File: config.mk
export PLATFORM = sky130hd
export DESIGN_NAME = multimode_ladder_filter
export DESIGN_NICKNAME = d
export VERILOG_FILES = /design/src/rtl/mml_pkg.sv /design/src/rtl/multimode_ladder_filter.sv
export SDC_FILE = /design/constraint.sdc
export NUM_CORES = 2
export LEC_CHECK = 0
export ABC_AREA = 1
export BUFFER_PORTS_ARGS = -buffer_cell sky130_fd_sc_hd__buf_2
export CAP_MARGIN = 15
export CORE_MARGIN = 10
export CORE_UTILIZATION = 34
export CTS_BUF_LIST = sky130_fd_sc_hd__clkbuf_4 sky130_fd_sc_hd__clkbuf_8
export DETAILED_ROUTE_END_ITERATION = 12
export HOLD_SLACK_MARGIN = 0.02
export PLACE_DENSITY = 0.53
export SYNTH_ARGS = -nofsm -noshare
export SYNTH_HDL_FRONTEND = slang
export SYNTH_SLANG_ARGS = --single-unit
File: constraint.sdc
create_clock -name aclk -period 8.7 [get_ports aclk]
set_clock_uncertainty 0.2 [all_clocks]
set_input_delay 2.61 -clock aclk [delete_from_list [all_inputs] [get_ports aclk]]
set_output_delay 2.61 -clock aclk [all_outputs]
set_load 0.05 [all_outputs]
File: src/rtl/mml_pkg.sv
`default_nettype none

package mml_pkg;

    // Defaults for the top-level parameters
    localparam int OVERSAMPLE_DEF   = 4;
    localparam int SAMPLE_WIDTH_DEF = 24;

    // Filter mode codes
    localparam logic [1:0] MODE_LPF_2POLE = 2'd0;
    localparam logic [1:0] MODE_LPF_4POLE = 2'd1;
    localparam logic [1:0] MODE_HP6       = 2'd2;
    localparam logic [1:0] MODE_BP        = 2'd3;

    // Register indexes (byte address / 4)
    localparam logic [2:0] REG_MODE     = 3'd0;
    localparam logic [2:0] REG_LADDER_G = 3'd1;
    localparam logic [2:0] REG_FEEDBACK = 3'd2;
    localparam logic [2:0] REG_RESO     = 3'd3;
    localparam logic [2:0] REG_HP_COEF  = 3'd4;
    localparam logic [2:0] REG_SVF_FREQ = 3'd5;

    // Coefficient constants, Q.16
    localparam int ZERO_TAP_A = 15124;
    localparam int ZERO_TAP_B = 50412;
    localparam int SIXTH      = 10923;
    localparam int UNITY      = 65536;
    localparam int K_MAX      = 249037;
    localparam int F_MAX      = 131072;
    localparam int Q_TOP      = 131072;
    localparam int Q_MIN      = 3277;
    localparam int Q_DIVISOR  = 20;

    typedef enum logic [4:0] {
        ST_IDLE,
        ST_COMP,
        ST_FB,
        ST_TX2,
        ST_TNUM,
        ST_TDIV,
        ST_LZA,
        ST_LZB,
        ST_LG,
        ST_C2,
        ST_C3,
        ST_C6,
        ST_GAIN,
        ST_HP,
        ST_SVQ,
        ST_SQ,
        ST_SF1,
        ST_SF2,
        ST_SOUT,
        ST_DONE
    } state_t;

endpackage

`default_nettype wire

File: src/rtl/multimode_ladder_filter.sv
// Each multiply runs bit-serially on the single serial multiplier, each divide on the
// restoring divider. Per sample, lowpass modes use up to OVERSAMPLE*(15 multiplies +
// 1 divide) plus 2 (2-pole) or 5 (4-pole) multiplies; highpass uses OVERSAMPLE
// multiplies; bandpass 1 divide + 3*OVERSAMPLE+1 multiplies.
// A new sample is taken only after the previous one has gone to the output register.
// Reset (aresetn low, synchronous) clears config registers to defaults and all filter state to zero.
`default_nettype none

module multimode_ladder_filter
    import mml_pkg::*;
#(
    parameter int OVERSAMPLE   = OVERSAMPLE_DEF,
    parameter int SAMPLE_WIDTH = SAMPLE_WIDTH_DEF,
    localparam int DW = ((SAMPLE_WIDTH + 7) / 8) * 8
) (
    input  wire logic          aclk,
    input  wire logic          aresetn,
    input  wire logic          s_tvalid,
    output logic               s_tready,
    input  wire logic [DW-1:0] s_tdata,   // [SAMPLE_WIDTH-1:0] sample_in
    output logic               m_tvalid,
    input  wire logic          m_tready,
    output logic [DW-1:0]      m_tdata,   // [SAMPLE_WIDTH-1:0] sample_out
    input  wire logic          psel,
    input  wire logic          penable,
    input  wire logic          pwrite,
    input  wire logic [4:0]    paddr,
    input  wire logic [31:0]   pwdata,
    output logic [31:0]        prdata,
    output logic               pready
);

    localparam int W   = SAMPLE_WIDTH;
    localparam int F   = W - 5;
    localparam int BW  = W + 4;
    localparam int AW  = 2 * BW;
    localparam int IW  = $clog2(OVERSAMPLE + 1);
    localparam int MCW = $clog2(BW);
    localparam int DCW = $clog2(AW);

    localparam logic signed [AW-1:0] ONE_A  = AW'(64'd1 << F);
    localparam logic signed [AW-1:0] FOUR_A = AW'(64'd4 << F);
    localparam logic signed [AW-1:0] SIX_A  = AW'(64'd6 << F);
    localparam logic signed [AW-1:0] TEN_A  = AW'(64'd10 << F);
    localparam logic signed [AW-1:0] C27_A  = AW'(64'd27 << F);
    localparam logic signed [AW-1:0] SMAX_A = AW'((64'd1 << (W - 1)) - 64'd1);
    localparam logic signed [AW-1:0] SMIN_A = -SMAX_A - AW'(1);
    localparam logic signed [AW-1:0] H16    = AW'(64'd1 << 15);
    localparam logic signed [AW-1:0] H17    = AW'(64'd1 << 16);
    localparam logic signed [AW-1:0] HF     = AW'(64'd1 << (F - 1));

    function automatic logic signed [AW-1:0] sx(input logic signed [W-1:0] v);
        return AW'(v);
    endfunction

    function automatic logic signed [AW-1:0] sat_w(input logic signed [AW-1:0] v);
        if (v > SMAX_A) return SMAX_A;
        if (v < SMIN_A) return SMIN_A;
        return v;
    endfunction

    function automatic logic signed [AW-1:0] clampm(input logic signed [AW-1:0] v,
                                                    input logic signed [AW-1:0] lim);
        if (v > lim) return lim;
        if (v < -lim) return -lim;
        return v;
    endfunction

    // Configuration registers
    logic [1:0]  filter_mode_reg;
    logic [16:0] ladder_gain_reg;
    logic [17:0] feedback_amount_reg;
    logic [16:0] resonance_reg;
    logic [16:0] highpass_coef_reg;
    logic [17:0] svf_frequency_reg;

    logic cfg_wr;
    assign pready = 1'b1;
    assign cfg_wr = psel && penable && pwrite;

    always_ff @(posedge aclk) begin
        if (!aresetn) begin
            filter_mode_reg     <= MODE_LPF_2POLE;
            ladder_gain_reg     <= 17'd2090;
            feedback_amount_reg <= 18'd0;
            resonance_reg       <= 17'd0;
            highpass_coef_reg   <= 17'd1055;
            svf_frequency_reg   <= 18'd2144;
        end else if (cfg_wr) begin
            case (paddr[4:2])
                REG_MODE:     filter_mode_reg     <= pwdata[1:0];
                REG_LADDER_G: ladder_gain_reg     <= pwdata[16:0];
                REG_FEEDBACK: feedback_amount_reg <= pwdata[17:0];
                REG_RESO:     resonance_reg       <= pwdata[16:0];
                REG_HP_COEF:  highpass_coef_reg   <= pwdata[16:0];
                REG_SVF_FREQ: svf_frequency_reg   <= pwdata[17:0];
                default: ;
            endcase
        end
    end

    always_comb begin
        case (paddr[4:2])
            REG_MODE:     prdata = 32'(filter_mode_reg);
            REG_LADDER_G: prdata = 32'(ladder_gain_reg);
            REG_FEEDBACK: prdata = 32'(feedback_amount_reg);
            REG_RESO:     prdata = 32'(resonance_reg);
            REG_HP_COEF:  prdata = 32'(highpass_coef_reg);
            REG_SVF_FREQ: prdata = 32'(svf_frequency_reg);
            default:      prdata = 32'd0;
        endcase
    end

    // Clamped coefficients and values derived from resonance
    logic [16:0] r_c, g_c, a_c;
    logic [17:0] k_c, f_c;
    logic signed [AW-1:0] r_a, g_a, a_a, k_a, f_a, gain24_a, bpgain_a, r39_a;

    assign r_c = (resonance_reg > 17'(UNITY)) ? 17'(UNITY) : resonance_reg;
    assign g_c = (ladder_gain_reg > 17'(UNITY)) ? 17'(UNITY) : ladder_gain_reg;
    assign a_c = (highpass_coef_reg > 17'(UNITY)) ? 17'(UNITY) : highpass_coef_reg;
    assign k_c = (feedback_amount_reg > 18'(K_MAX)) ? 18'(K_MAX) : feedback_amount_reg;
    assign f_c = (svf_frequency_reg > 18'(F_MAX)) ? 18'(F_MAX) : svf_frequency_reg;
    assign r_a = AW'(r_c);
    assign g_a = AW'(g_c);
    assign a_a = AW'(a_c);
    assign k_a = AW'(k_c);
    assign f_a = AW'(f_c);
    assign gain24_a = AW'(UNITY) + ((r_a + (r_a <<< 1)) >>> 1);
    assign bpgain_a = AW'(UNITY) + (r_a >>> 1);
    assign r39_a    = (r_a <<< 5) + (r_a <<< 2) + (r_a <<< 1) + r_a + AW'(10);

    // Bit-serial signed multiplier, one multiplier bit per cycle
    logic                 mul_start;
    logic signed [AW-1:0] mul_a_w, mul_b_w;
    logic signed [BW-1:0] ma_reg;
    logic signed [BW:0]   mhi_reg;
    logic [BW-1:0]        mlo_reg;
    logic [MCW-1:0]       mcnt_reg;
    logic                 mbusy_reg, mdone_reg;
    logic signed [BW:0]   m_ae, m_add, m_sum;
    logic                 m_last;

    assign m_ae   = {ma_reg[BW-1], ma_reg};
    assign m_last = (mcnt_reg == MCW'(BW - 1));
    assign m_add  = mlo_reg[0] ? (m_last ? -m_ae : m_ae) : '0;
    assign m_sum  = mhi_reg + m_add;

    always_ff @(posedge aclk) begin
        if (!aresetn) begin
            mbusy_reg <= 1'b0;
            mdone_reg <= 1'b0;
            mcnt_reg  <= '0;
        end else begin
            mdone_reg <= 1'b0;
            if (mul_start) begin
                mbusy_reg <= 1'b1;
                mcnt_reg  <= '0;
            end else if (mbusy_reg) begin
                mcnt_reg <= mcnt_reg + MCW'(1);
                if (m_last) begin
                    mbusy_reg <= 1'b0;
                    mdone_reg <= 1'b1;
                end
            end
        end
    end

    always_ff @(posedge aclk) begin
        if (mul_start) begin
            ma_reg  <= mul_a_w[BW-1:0];
            mlo_reg <= mul_b_w[BW-1:0];
            mhi_reg <= '0;
        end else if (mbusy_reg) begin
            mhi_reg <= {m_sum[BW], m_sum[BW:1]};
            mlo_reg <= {m_sum[0], mlo_reg[BW-1:1]};
        end
    end

    logic signed [AW-1:0] prod, pr16, pr17, prf;
    assign prod = {mhi_reg[BW-1:0], mlo_reg};
    assign pr16 = (prod + H16) >>> 16;
    assign pr17 = (prod + H17) >>> 17;
    assign prf  = (prod + HF) >>> F;

    // Restoring divider, one quotient bit per cycle
    logic                 div_start;
    logic [AW-1:0]        div_n;
    logic [BW:0]          div_d;
    logic [AW-1:0]        dq_reg;
    logic [BW:0]          drem_reg, dden_reg;
    logic [DCW-1:0]       dcnt_reg;
    logic                 dbusy_reg, ddone_reg;
    logic [BW+1:0]        d_r2;
    logic [BW+2:0]        d_diff;
    logic                 d_ge, d_last;

    assign d_r2   = {drem_reg, dq_reg[AW-1]};
    assign d_diff = {1'b0, d_r2} - {2'b00, dden_reg};
    assign d_ge   = !d_diff[BW+2];
    assign d_last = (dcnt_reg == DCW'(AW - 1));

    always_ff @(posedge aclk) begin
        if (!aresetn) begin
            dbusy_reg <= 1'b0;
            ddone_reg <= 1'b0;
            dcnt_reg  <= '0;
        end else begin
            ddone_reg <= 1'b0;
            if (div_start) begin
                dbusy_reg <= 1'b1;
                dcnt_reg  <= '0;
            end else if (dbusy_reg) begin
                dcnt_reg <= dcnt_reg + DCW'(1);
                if (d_last) begin
                    dbusy_reg <= 1'b0;
                    ddone_reg <= 1'b1;
                end
            end
        end
    end

    always_ff @(posedge aclk) begin
        if (div_start) begin
            dq_reg   <= div_n;
            dden_reg <= div_d;
            drem_reg <= '0;
        end else if (dbusy_reg) begin
            dq_reg   <= {dq_reg[AW-2:0], d_ge};
            drem_reg <= d_ge ? d_diff[BW:0] : d_r2[BW:0];
        end
    end

    logic signed [AW-1:0] quo;
    assign quo = dq_reg;

    // Sequencer and filter state
    state_t               state_reg, state_next;
    logic                 wait_reg, wait_next;
    logic [1:0]           stage_reg, stage_next;
    logic [IW-1:0]        iter_reg, iter_next;
    logic                 neg_reg, neg_next;
    logic signed [W-1:0]  x_reg, x_next;
    logic signed [AW-1:0] comp_reg, comp_next;
    logic signed [AW-1:0] ta_reg, ta_next;
    logic signed [AW-1:0] tb_reg, tb_next;
    logic signed [AW-1:0] acc_reg, acc_next;
    logic [17:0]          q_reg, q_next;
    logic signed [W-1:0]  so_reg [4];
    logic signed [W-1:0]  so_next [4];
    logic signed [W-1:0]  pv_reg [4];
    logic signed [W-1:0]  pv_next [4];
    logic signed [W-1:0]  hs_reg, hs_next;
    logic signed [W-1:0]  slp_reg, slp_next;
    logic signed [W-1:0]  sbp_reg, sbp_next;
    logic signed [W-1:0]  res_reg, res_next;
    logic signed [W-1:0]  out_reg, out_next;
    logic                 m_tvalid_reg, m_tvalid_next;

    logic signed [AW-1:0] xe, so0e, so3e, pv0e, hse, slpe, sbpe, xin, c_cl;
    logic signed [AW-1:0] t_arg, den, mag, y_lg, hp_v, hp_lp, lpn, qq;
    logic                 last_iter;

    assign xe    = sx(x_reg);
    assign so0e  = sx(so_reg[0]);
    assign so3e  = sx(so_reg[3]);
    assign pv0e  = sx(pv_reg[0]);
    assign hse   = sx(hs_reg);
    assign slpe  = sx(slp_reg);
    assign sbpe  = sx(sbp_reg);
    assign xin   = (stage_reg == 2'd0) ? ta_reg : so3e;
    assign c_cl  = clampm(so3e, SIX_A);
    assign t_arg = xe - pr16;
    assign den   = C27_A + (tb_reg <<< 3) + tb_reg;
    assign mag   = prod[AW-1] ? -prod : prod;
    assign y_lg  = sat_w(so0e + pr16);
    assign hp_v  = pr16;
    assign hp_lp = hp_v + hse;
    assign lpn   = slpe + pr16;
    assign qq    = AW'(Q_TOP) - quo;
    assign last_iter = (iter_reg == IW'(OVERSAMPLE - 1));

    assign s_tready = (state_reg == ST_IDLE);
    assign m_tvalid = m_tvalid_reg;
    assign m_tdata  = DW'($unsigned(out_reg));

    always_ff @(posedge aclk) begin
        if (!aresetn) begin
            state_reg    <= ST_IDLE;
            wait_reg     <= 1'b0;
            stage_reg    <= 2'd0;
            iter_reg     <= '0;
            m_tvalid_reg <= 1'b0;
            hs_reg       <= '0;
            slp_reg      <= '0;
            sbp_reg      <= '0;
            for (int i = 0; i < 4; i++) begin
                so_reg[i] <= '0;
                pv_reg[i] <= '0;
            end
        end else begin
            state_reg    <= state_next;
            wait_reg     <= wait_next;
            stage_reg    <= stage_next;
            iter_reg     <= iter_next;
            m_tvalid_reg <= m_tvalid_next;
            hs_reg       <= hs_next;
            slp_reg      <= slp_next;
            sbp_reg      <= sbp_next;
            so_reg       <= so_next;
            pv_reg       <= pv_next;
        end
    end

    always_ff @(posedge aclk) begin
        neg_reg  <= neg_next;
        x_reg    <= x_next;
        comp_reg <= comp_next;
        ta_reg   <= ta_next;
        tb_reg   <= tb_next;
        acc_reg  <= acc_next;
        q_reg    <= q_next;
        res_reg  <= res_next;
        out_reg  <= out_next;
    end

    always_comb begin
        state_next    = state_reg;
        wait_next     = wait_reg;
        stage_next    = stage_reg;
        iter_next     = iter_reg;
        neg_next      = neg_reg;
        x_next        = x_reg;
        comp_next     = comp_reg;
        ta_next       = ta_reg;
        tb_next       = tb_reg;
        acc_next      = acc_reg;
        q_next        = q_reg;
        so_next       = so_reg;
        pv_next       = pv_reg;
        hs_next       = hs_reg;
        slp_next      = slp_reg;
        sbp_next      = sbp_reg;
        res_next      = res_reg;
        out_next      = out_reg;
        m_tvalid_next = m_tvalid_reg;
        mul_start     = 1'b0;
        mul_a_w       = '0;
        mul_b_w       = '0;
        div_start     = 1'b0;
        div_n         = acc_reg;
        div_d         = tb_reg[BW:0];

        // Output register drains independently of the sequencer
        if (m_tvalid_reg && m_tready) m_tvalid_next = 1'b0;

        case (state_reg)
            ST_IDLE: begin
                if (s_tvalid) begin
                    x_next     = s_tdata[W-1:0];
                    iter_next  = '0;
                    stage_next = 2'd0;
                    wait_next  = 1'b0;
                    if (filter_mode_reg inside {MODE_LPF_2POLE, MODE_LPF_4POLE}) begin
                        state_next = ST_COMP;
                    end else if (filter_mode_reg == MODE_HP6) begin
                        state_next = ST_HP;
                    end else begin
                        state_next = ST_SVQ;
                    end
                end
            end

            // Input compensation r*x/2
            ST_COMP: begin
                mul_a_w = xe;
                mul_b_w = r_a;
                if (!wait_reg) begin
                    mul_start = 1'b1;
                    wait_next = 1'b1;
                end else if (mdone_reg) begin
                    wait_next  = 1'b0;
                    comp_next  = pr17;
                    state_next = ST_FB;
                end
            end

            // Resonance feedback and saturator argument
            ST_FB: begin
                mul_a_w = so3e - comp_reg;
                mul_b_w = k_a;
                if (!wait_reg) begin
                    mul_start = 1'b1;
                    wait_next = 1'b1;
                end else if (mdone_reg) begin
                    wait_next  = 1'b0;
                    stage_next = 2'd0;
                    if (t_arg > FOUR_A) begin
                        ta_next    = ONE_A;
                        state_next = ST_LZA;
                    end else if (t_arg < -FOUR_A) begin
                        ta_next    = -ONE_A;
                        state_next = ST_LZA;
                    end else begin
                        ta_next    = t_arg;
                        state_next = ST_TX2;
                    end
                end
            end

            ST_TX2: begin
                mul_a_w = ta_reg;
                mul_b_w = ta_reg;
                if (!wait_reg) begin
                    mul_start = 1'b1;
                    wait_next = 1'b1;
                end else if (mdone_reg) begin
                    wait_next  = 1'b0;
                    tb_next    = prf;
                    state_next = ST_TNUM;
                end
            end

            // Numerator x(27+x^2); dividend gets half the divisor for rounding
            ST_TNUM: begin
                mul_a_w = ta_reg;
                mul_b_w = C27_A + tb_reg;
                if (!wait_reg) begin
                    mul_start = 1'b1;
                    wait_next = 1'b1;
                end else if (mdone_reg) begin
                    wait_next  = 1'b0;
                    neg_next   = prod[AW-1];
                    acc_next   = mag + (den >>> 1);
                    tb_next    = den;
                    state_next = ST_TDIV;
                end
            end

            ST_TDIV: begin
                div_n = acc_reg;
                div_d = tb_reg[BW:0];
                if (!wait_reg) begin
                    div_start = 1'b1;
                    wait_next = 1'b1;
                end else if (ddone_reg) begin
                    wait_next  = 1'b0;
                    ta_next    = neg_reg ? -quo : quo;
                    stage_next = 2'd0;
                    state_next = ST_LZA;
                end
            end

            // Ladder stage: zero tap on the new input
            ST_LZA: begin
                mul_a_w = xin;
                mul_b_w = AW'(ZERO_TAP_A);
                if (!wait_reg) begin
                    mul_start = 1'b1;
                    wait_next = 1'b1;
                end else if (mdone_reg) begin
                    wait_next  = 1'b0;
                    acc_next   = prod;
                    state_next = ST_LZB;
                end
            end

            // Zero tap on the previous input, minus the stage output
            ST_LZB: begin
                mul_a_w = pv0e;
                mul_b_w = AW'(ZERO_TAP_B);
                if (!wait_reg) begin
                    mul_start = 1'b1;
                    wait_next = 1'b1;
                end else if (mdone_reg) begin
                    wait_next  = 1'b0;
                    tb_next    = (((acc_reg + prod) + H16) >>> 16) - so0e;
                    state_next = ST_LG;
                end
            end

            // Stage update; the stage registers rotate so the current stage sits at 0
            ST_LG: begin
                mul_a_w = tb_reg;
                mul_b_w = g_a;
                if (!wait_reg) begin
                    mul_start = 1'b1;
                    wait_next = 1'b1;
                end else if (mdone_reg) begin
                    wait_next  = 1'b0;
                    for (int i = 0; i < 3; i++) begin
                        so_next[i] = so_reg[i+1];
                        pv_next[i] = pv_reg[i+1];
                    end
                    so_next[3] = y_lg[W-1:0];
                    pv_next[3] = xin[W-1:0];
                    stage_next = stage_reg + 2'd1;
                    if (stage_reg != 2'd3) begin
                        state_next = ST_LZA;
                    end else if (!last_iter) begin
                        iter_next  = iter_reg + IW'(1);
                        state_next = ST_FB;
                    end else if (filter_mode_reg == MODE_LPF_2POLE) begin
                        ta_next    = sx(so_reg[2]);
                        state_next = ST_GAIN;
                    end else begin
                        state_next = ST_C2;
                    end
                end
            end

            // Soft clip c - c^3/6
            ST_C2: begin
                mul_a_w = c_cl;
                mul_b_w = c_cl;
                if (!wait_reg) begin
                    mul_start = 1'b1;
                    wait_next = 1'b1;
                end else if (mdone_reg) begin
                    wait_next  = 1'b0;
                    ta_next    = prf;
                    state_next = ST_C3;
                end
            end

            ST_C3: begin
                mul_a_w = ta_reg;
                mul_b_w = c_cl;
                if (!wait_reg) begin
                    mul_start = 1'b1;
                    wait_next = 1'b1;
                end else if (mdone_reg) begin
                    wait_next  = 1'b0;
                    tb_next    = prf;
                    state_next = ST_C6;
                end
            end

            ST_C6: begin
                mul_a_w = tb_reg;
                mul_b_w = AW'(SIXTH);
                if (!wait_reg) begin
                    mul_start = 1'b1;
                    wait_next = 1'b1;
                end else if (mdone_reg) begin
                    wait_next  = 1'b0;
                    ta_next    = c_cl - pr16;
                    state_next = ST_GAIN;
                end
            end

            // Lowpass output gain
            ST_GAIN: begin
                mul_a_w = ta_reg;
                mul_b_w = gain24_a;
                if (!wait_reg) begin
                    mul_start = 1'b1;
                    wait_next = 1'b1;
                end else if (mdone_reg) begin
                    wait_next  = 1'b0;
                    res_next   = W'(sat_w(pr16));
                    state_next = ST_DONE;
                end
            end

            // One-pole highpass, one pass per oversample step
            ST_HP: begin
                mul_a_w = xe - hse;
                mul_b_w = a_a;
                if (!wait_reg) begin
                    mul_start = 1'b1;
                    wait_next = 1'b1;
                end else if (mdone_reg) begin
                    wait_next = 1'b0;
                    hs_next   = W'(sat_w(hp_lp + hp_v));
                    if (last_iter) begin
                        res_next   = W'(sat_w(xe - hp_lp));
                        state_next = ST_DONE;
                    end else begin
                        iter_next = iter_reg + IW'(1);
                    end
                end
            end

            // Damping from resonance, Q_TOP - floor((39r+10)/20), no lower than Q_MIN
            ST_SVQ: begin
                div_n = r39_a;
                div_d = (BW+1)'(Q_DIVISOR);
                if (!wait_reg) begin
                    div_start = 1'b1;
                    wait_next = 1'b1;
                end else if (ddone_reg) begin
                    wait_next  = 1'b0;
                    q_next     = (qq < AW'(Q_MIN)) ? 18'(Q_MIN) : qq[17:0];
                    state_next = ST_SQ;
                end
            end

            ST_SQ: begin
                mul_a_w = sbpe;
                mul_b_w = AW'(q_reg);
                if (!wait_reg) begin
                    mul_start = 1'b1;
                    wait_next = 1'b1;
                end else if (mdone_reg) begin
                    wait_next  = 1'b0;
                    ta_next    = xe - slpe - pr16;
                    state_next = ST_SF1;
                end
            end

            ST_SF1: begin
                mul_a_w = ta_reg;
                mul_b_w = f_a;
                if (!wait_reg) begin
                    mul_start = 1'b1;
                    wait_next = 1'b1;
                end else if (mdone_reg) begin
                    wait_next  = 1'b0;
                    tb_next    = sbpe + pr16;
                    state_next = ST_SF2;
                end
            end

            // Lowpass integrator uses the unclamped bandpass value
            ST_SF2: begin
                mul_a_w = tb_reg;
                mul_b_w = f_a;
                if (!wait_reg) begin
                    mul_start = 1'b1;
                    wait_next = 1'b1;
                end else if (mdone_reg) begin
                    wait_next = 1'b0;
                    sbp_next  = W'(clampm(tb_reg, TEN_A));
                    slp_next  = W'(clampm(lpn, TEN_A));
                    if (last_iter) begin
                        state_next = ST_SOUT;
                    end else begin
                        iter_next  = iter_reg + IW'(1);
                        state_next = ST_SQ;
                    end
                end
            end

            ST_SOUT: begin
                mul_a_w = sbpe;
                mul_b_w = bpgain_a;
                if (!wait_reg) begin
                    mul_start = 1'b1;
                    wait_next = 1'b1;
                end else if (mdone_reg) begin
                    wait_next  = 1'b0;
                    res_next   = W'(sat_w(pr16));
                    state_next = ST_DONE;
                end
            end

            // Hand the result to the output register once it is free
            ST_DONE: begin
                if (!m_tvalid_reg || m_tready) begin
                    out_next      = res_reg;
                    m_tvalid_next = 1'b1;
                    state_next    = ST_IDLE;
                end
            end

            default: begin
                state_next = ST_IDLE;
                wait_next  = 1'b0;
            end
        endcase
    end

`ifndef SYNTHESIS
    // Multiplier and divider are never active together
    assert property (@(posedge aclk) disable iff (!aresetn)
        !(mbusy_reg && dbusy_reg))
        else $error("multiplier and divider busy together");

    // A new sample is only taken with the arithmetic units quiet
    assert property (@(posedge aclk) disable iff (!aresetn)
        s_tready |-> (!mbusy_reg && !dbusy_reg && !wait_reg))
        else $error("input ready while arithmetic in flight");

    // A result appears only out of the completion state
    assert property (@(posedge aclk) disable iff (!aresetn)
        $rose(m_tvalid_reg) |-> $past(state_reg == ST_DONE))
        else $error("output valid raised outside completion");
`endif

endmodule

`default_nettype wire
==> out/results.ini <==
[status]
status = finished clean

[min_path]
holdCritStartpoint = res_reg[2]$_DFFE_PP_
terminating_pin_of_the_worst_hold_path = m_tdata[2]$_DFFE_PP_
min_path_type = reg -> reg
number_of_cells_traversed_by_the_worst_hold_path = 0

[final_layout]
layout.cells.most_common_list = sky130_fd_sc_hd__nand2_1 (2708), sky130_fd_sc_hd__inv_1 (1805), sky130_fd_sc_hd__nor2_1 (1488), sky130_fd_sc_hd__a21oi_1 (1318), sky130_fd_sc_hd__o21ai_0 (1178)
drive_gt1_share_pct = 6.74
ff_latch_area_mm2 = 0.0208
finish.instance_area_mm2 = 0.0969
area_taken_by_multi_input_logic_gates_mm2 = 0.0591
post-route-util_pct = 37.7
final_nets = 14500
largest_register_ffs = 72
area_delta_synth_final_pct = 10.1
final_common_cell = sky130_fd_sc_hd__nand2_1
layout.filler_cells = 28500

[synth]
post_synth_main_area_contributors = sky130_fd_sc_hd__edfxtp_1 (14%), sky130_fd_sc_hd__ha_1 (12%), sky130_fd_sc_hd__nand2_1 (12%)
yosys_warnings = 0
post_synth_num_cell_types = 86
synth_top_family_by_area = simple AND/OR/NAND/NOR gates
yosys.area_share.simple_pct = 26.5
synth_area_mm2 = 0.0880
muxShareOfSynthArea_pct = 0
synth_seq_area_share_pct = 23.6
post-synth-top-area-fraction_pct = 13.6
synthesis.instances = 13300
synth_seq_cells = 837
synth-edff-count = 400
synth_area_per_cell_um2 = 6.60
fraction_of_synthesized_cell_area_in_xor_and_xnor_cells_pct = 5.44
postSynth.topFlopCell = sky130_fd_sc_hd__dfxtp_1
dominant_cell_type_by_area_after_synthesis = sky130_fd_sc_hd__edfxtp_1
adder_cell_fraction_of_synth_area_pct = 13.6
area_fraction_in_compound_gates_after_synthesis_pct = 21.2
asyncSetResetFlopFracSynth_pct = 0

[power_and_ir_drop]
comb_power_share_pct = 71.1
clock_power_share_pct = 13.0
power_density_mw_per_mm2 = 349
max-vdd-ir-drop_mv = 0.245
power.internal_mw = 14.2
net_switching_share_of_the_total_power_pct = 58.1
pwr-share-seq_pct = 15.9
leakagePower_nw = 44.1
netSwitchingPower_mw = 19.7

[clock_tree]
cts_root_buf = sky130_fd_sc_hd__clkbuf_8
tritoncts_clock_tree = built
cts.htree.levels = 4
clkTransAtPathRegs_ps = 60
worst_skew_pair.late_latency_ps = 1000
clock_tree.buffer_depth = 4
tritoncts_num_sinks = 837
cts-buffers-inserted = 171

[worst_setup_path]
worstSetupPathType = reg -> reg
crit_required_ps = 9210
critical_path.max_fanout = 23
worst_r2r_startpoint = mlo_reg[18]$_DFFE_PP_
critical-path-slowest-cell = sky130_fd_sc_hd__edfxtp_1
cp_data_arrival_time_ps = 8750
reg2reg_slack_ps = 470
critical_path.startpoint_type = register
maximum_single_stage_delay_on_the_critical_path_ps = 570
worst_r2r_path_depth = 36
worstSetupEndpointType = register
cpMostUsedCell = sky130_fd_sc_hd__nand2_1
reg2reg_to = res_reg[3]$_DFFE_PP_

[grt]
initial_antenna_violation_count = 29
grt_start_max_net_pins = 174
grt.total_usage_pct = 31.7
grt_first_pass_wirelength_um = 650000
first_global_vias = 89100
globalRouteOverflowTotal = 0

[drt]
postRouteWirelength_um = 468000
drcViolationCount = 0
antenna_left = 0
drt_pre_antenna_iters = 8
routed-via-count = 96300
detailedRoute.firstIterationViolations = 10900
wire_per_inst_um = 27.4
via_per_inst = 5.65

[placed_design]
detailed_place_hpwl_um = 389000
dpl-instance-area_mm2 = 0.0934
gp_congestion = 1.05
portBuffers = 95

[timing]
finalHoldViolations = 0
achievable-frequency_mhz = 121
final.period_utilization_pct = 94.6
final_max_slew_viol_count = 0
max_slew_margin_pct = 11.2
grt_setup_unrepaired = false
transition_time_at_the_pin_with_the_least_slew_margin_ps = 1320
final.setup.tns_ps = 0
finalCriticalPeriod_ps = 8230
setup_violations = 0

[floorplan]
floorplan.die.height_um = 529
design.core.area_mm2 = 0.257
design.die.area_mm2 = 0.280
fp-row-count = 186
boundaryPins = 127
die_width_um = 529
initial_core_util_pct = 34.2

[job]
maxCapViolCount = 0

-- power by group through the flow --
stage / Clock (mW) / Combinational, mW / Sequential [mW]
2_1_floorplan: 0 / 14.9 / 5.18
3_3_place_gp: 0 / 23.3 / 5.45
3_5_place_dp: 0 / 23.3 / 5.44
4_1_cts: 4.45 / 23.4 / 5.36
5_1_grt: 4.61 / 25.9 / 5.39
6_report: 4.41 / 24.1 / 5.38
-- worst max path at each step --
stage	startpoint	to	depth (start not counted)
after detailed placement	mlo_reg[16]$_DFFE_PP_	res_reg[14]$_DFFE_PP_	38
final	mlo_reg[18]$_DFFE_PP_	res_reg[3]$_DFFE_PP_	36
after CTS	mlo_reg[16]$_DFFE_PP_	res_reg[14]$_DFFE_PP_	38
after floorplan	paddr[3]	prdata[10]	4
after global placement	mlo_reg[16]$_DFFE_PP_	res_reg[2]$_DFFE_PP_	35
after global routing	mlo_reg[18]$_DFFE_PP_	res_reg[1]$_DFFE_PP_	39
-- critical path: cells and delay by family (launching register included) --
| family | cells | cell delay (ps) |
|---|---|---|
| buffers and inverters | 7 | 1220 |
| adder cells (fa/ha/maj) | 2 | 830 |
| AO/OA/AOI/OAI | 9 | 2250 |
| XOR/XNOR | 3 | 1280 |
| flip-flops | 1 | 570 |
| AND/OR/NAND/NOR | 15 | 1610 |
-- timing repair --
item | in CTS | in global routing
endpoints found under the setup margin | 0 | 30
buffers inserted | 0 | 0
gates resized for setup | 0 | 1
hold buffers | 0 | 0
-- through the flow --
step	hold WS, ps	worst slack, ps	total power [mW]	std cells
2_1_floorplan	200	1540	20.0	13300
3_3_place_gp	207	613	28.7	16700
6_report	220	468	33.9	17100
3_5_place_dp	207	634	28.7	16700
5_1_grt	231	118	35.9	17000
4_1_cts	221	661	33.2	17000
-- metal layers --
metal	share of wire, %	vias to the layer above	GRT usage, %
met5	0.028	-	0
met1	42	45500	41.6
met3	8.5	999	5.74
met2	42	4412	48.5
met4	7.2	14	18.8
li1	-	45400	-
-- layout make-up --
class	instances	area share (%)
multi-input combinational	10300	60.9
sequential	837	21.4
inverter	1859	7.21
tap	3384	4.37
clock buffer	244	3.14
timing repair buffer	350	2.48
clock inverter	58	0.432
antenna	18	0.0465
-- logic make-up (layout without fill, tap and decap cells) --
kind of cell | after synthesis | in the layout
AO/OA/AOI/OAI | 3320 | 3320
adder cells (fa/ha/maj) | 912 | 912
AND/OR/NAND/NOR | 5512 | 5512
buffers and inverters | 2202 | 2511
other | 2 | 33
XOR/XNOR | 542 | 542
flip-flops | 837 | 837
-- cell usage after synthesis, types with 68 or more instances --
| cell type | n |
|---|---|
| sky130_fd_sc_hd__ha_1 | 841 |
| sky130_fd_sc_hd__nand4_1 | 186 |
| sky130_fd_sc_hd__dfxtp_1 | 437 |
| sky130_fd_sc_hd__o21ai_0 | 1178 |
| sky130_fd_sc_hd__clkbuf_1 | 249 |
| sky130_fd_sc_hd__fa_1 | 71 |
| sky130_fd_sc_hd__a31oi_1 | 157 |
| sky130_fd_sc_hd__nor2_1 | 1505 |
| sky130_fd_sc_hd__edfxtp_1 | 400 |
| sky130_fd_sc_hd__a221oi_1 | 68 |
| sky130_fd_sc_hd__nor3_1 | 211 |
| sky130_fd_sc_hd__nor4_1 | 87 |
| sky130_fd_sc_hd__xor2_1 | 375 |
| sky130_fd_sc_hd__xnor2_1 | 162 |
| sky130_fd_sc_hd__a21oi_1 | 1319 |
| sky130_fd_sc_hd__nand2_1 | 2709 |
| sky130_fd_sc_hd__nand3_1 | 563 |
| sky130_fd_sc_hd__o211ai_1 | 95 |
| sky130_fd_sc_hd__inv_1 | 1808 |
Note: power is estimated with default switching activity, not from simulation.
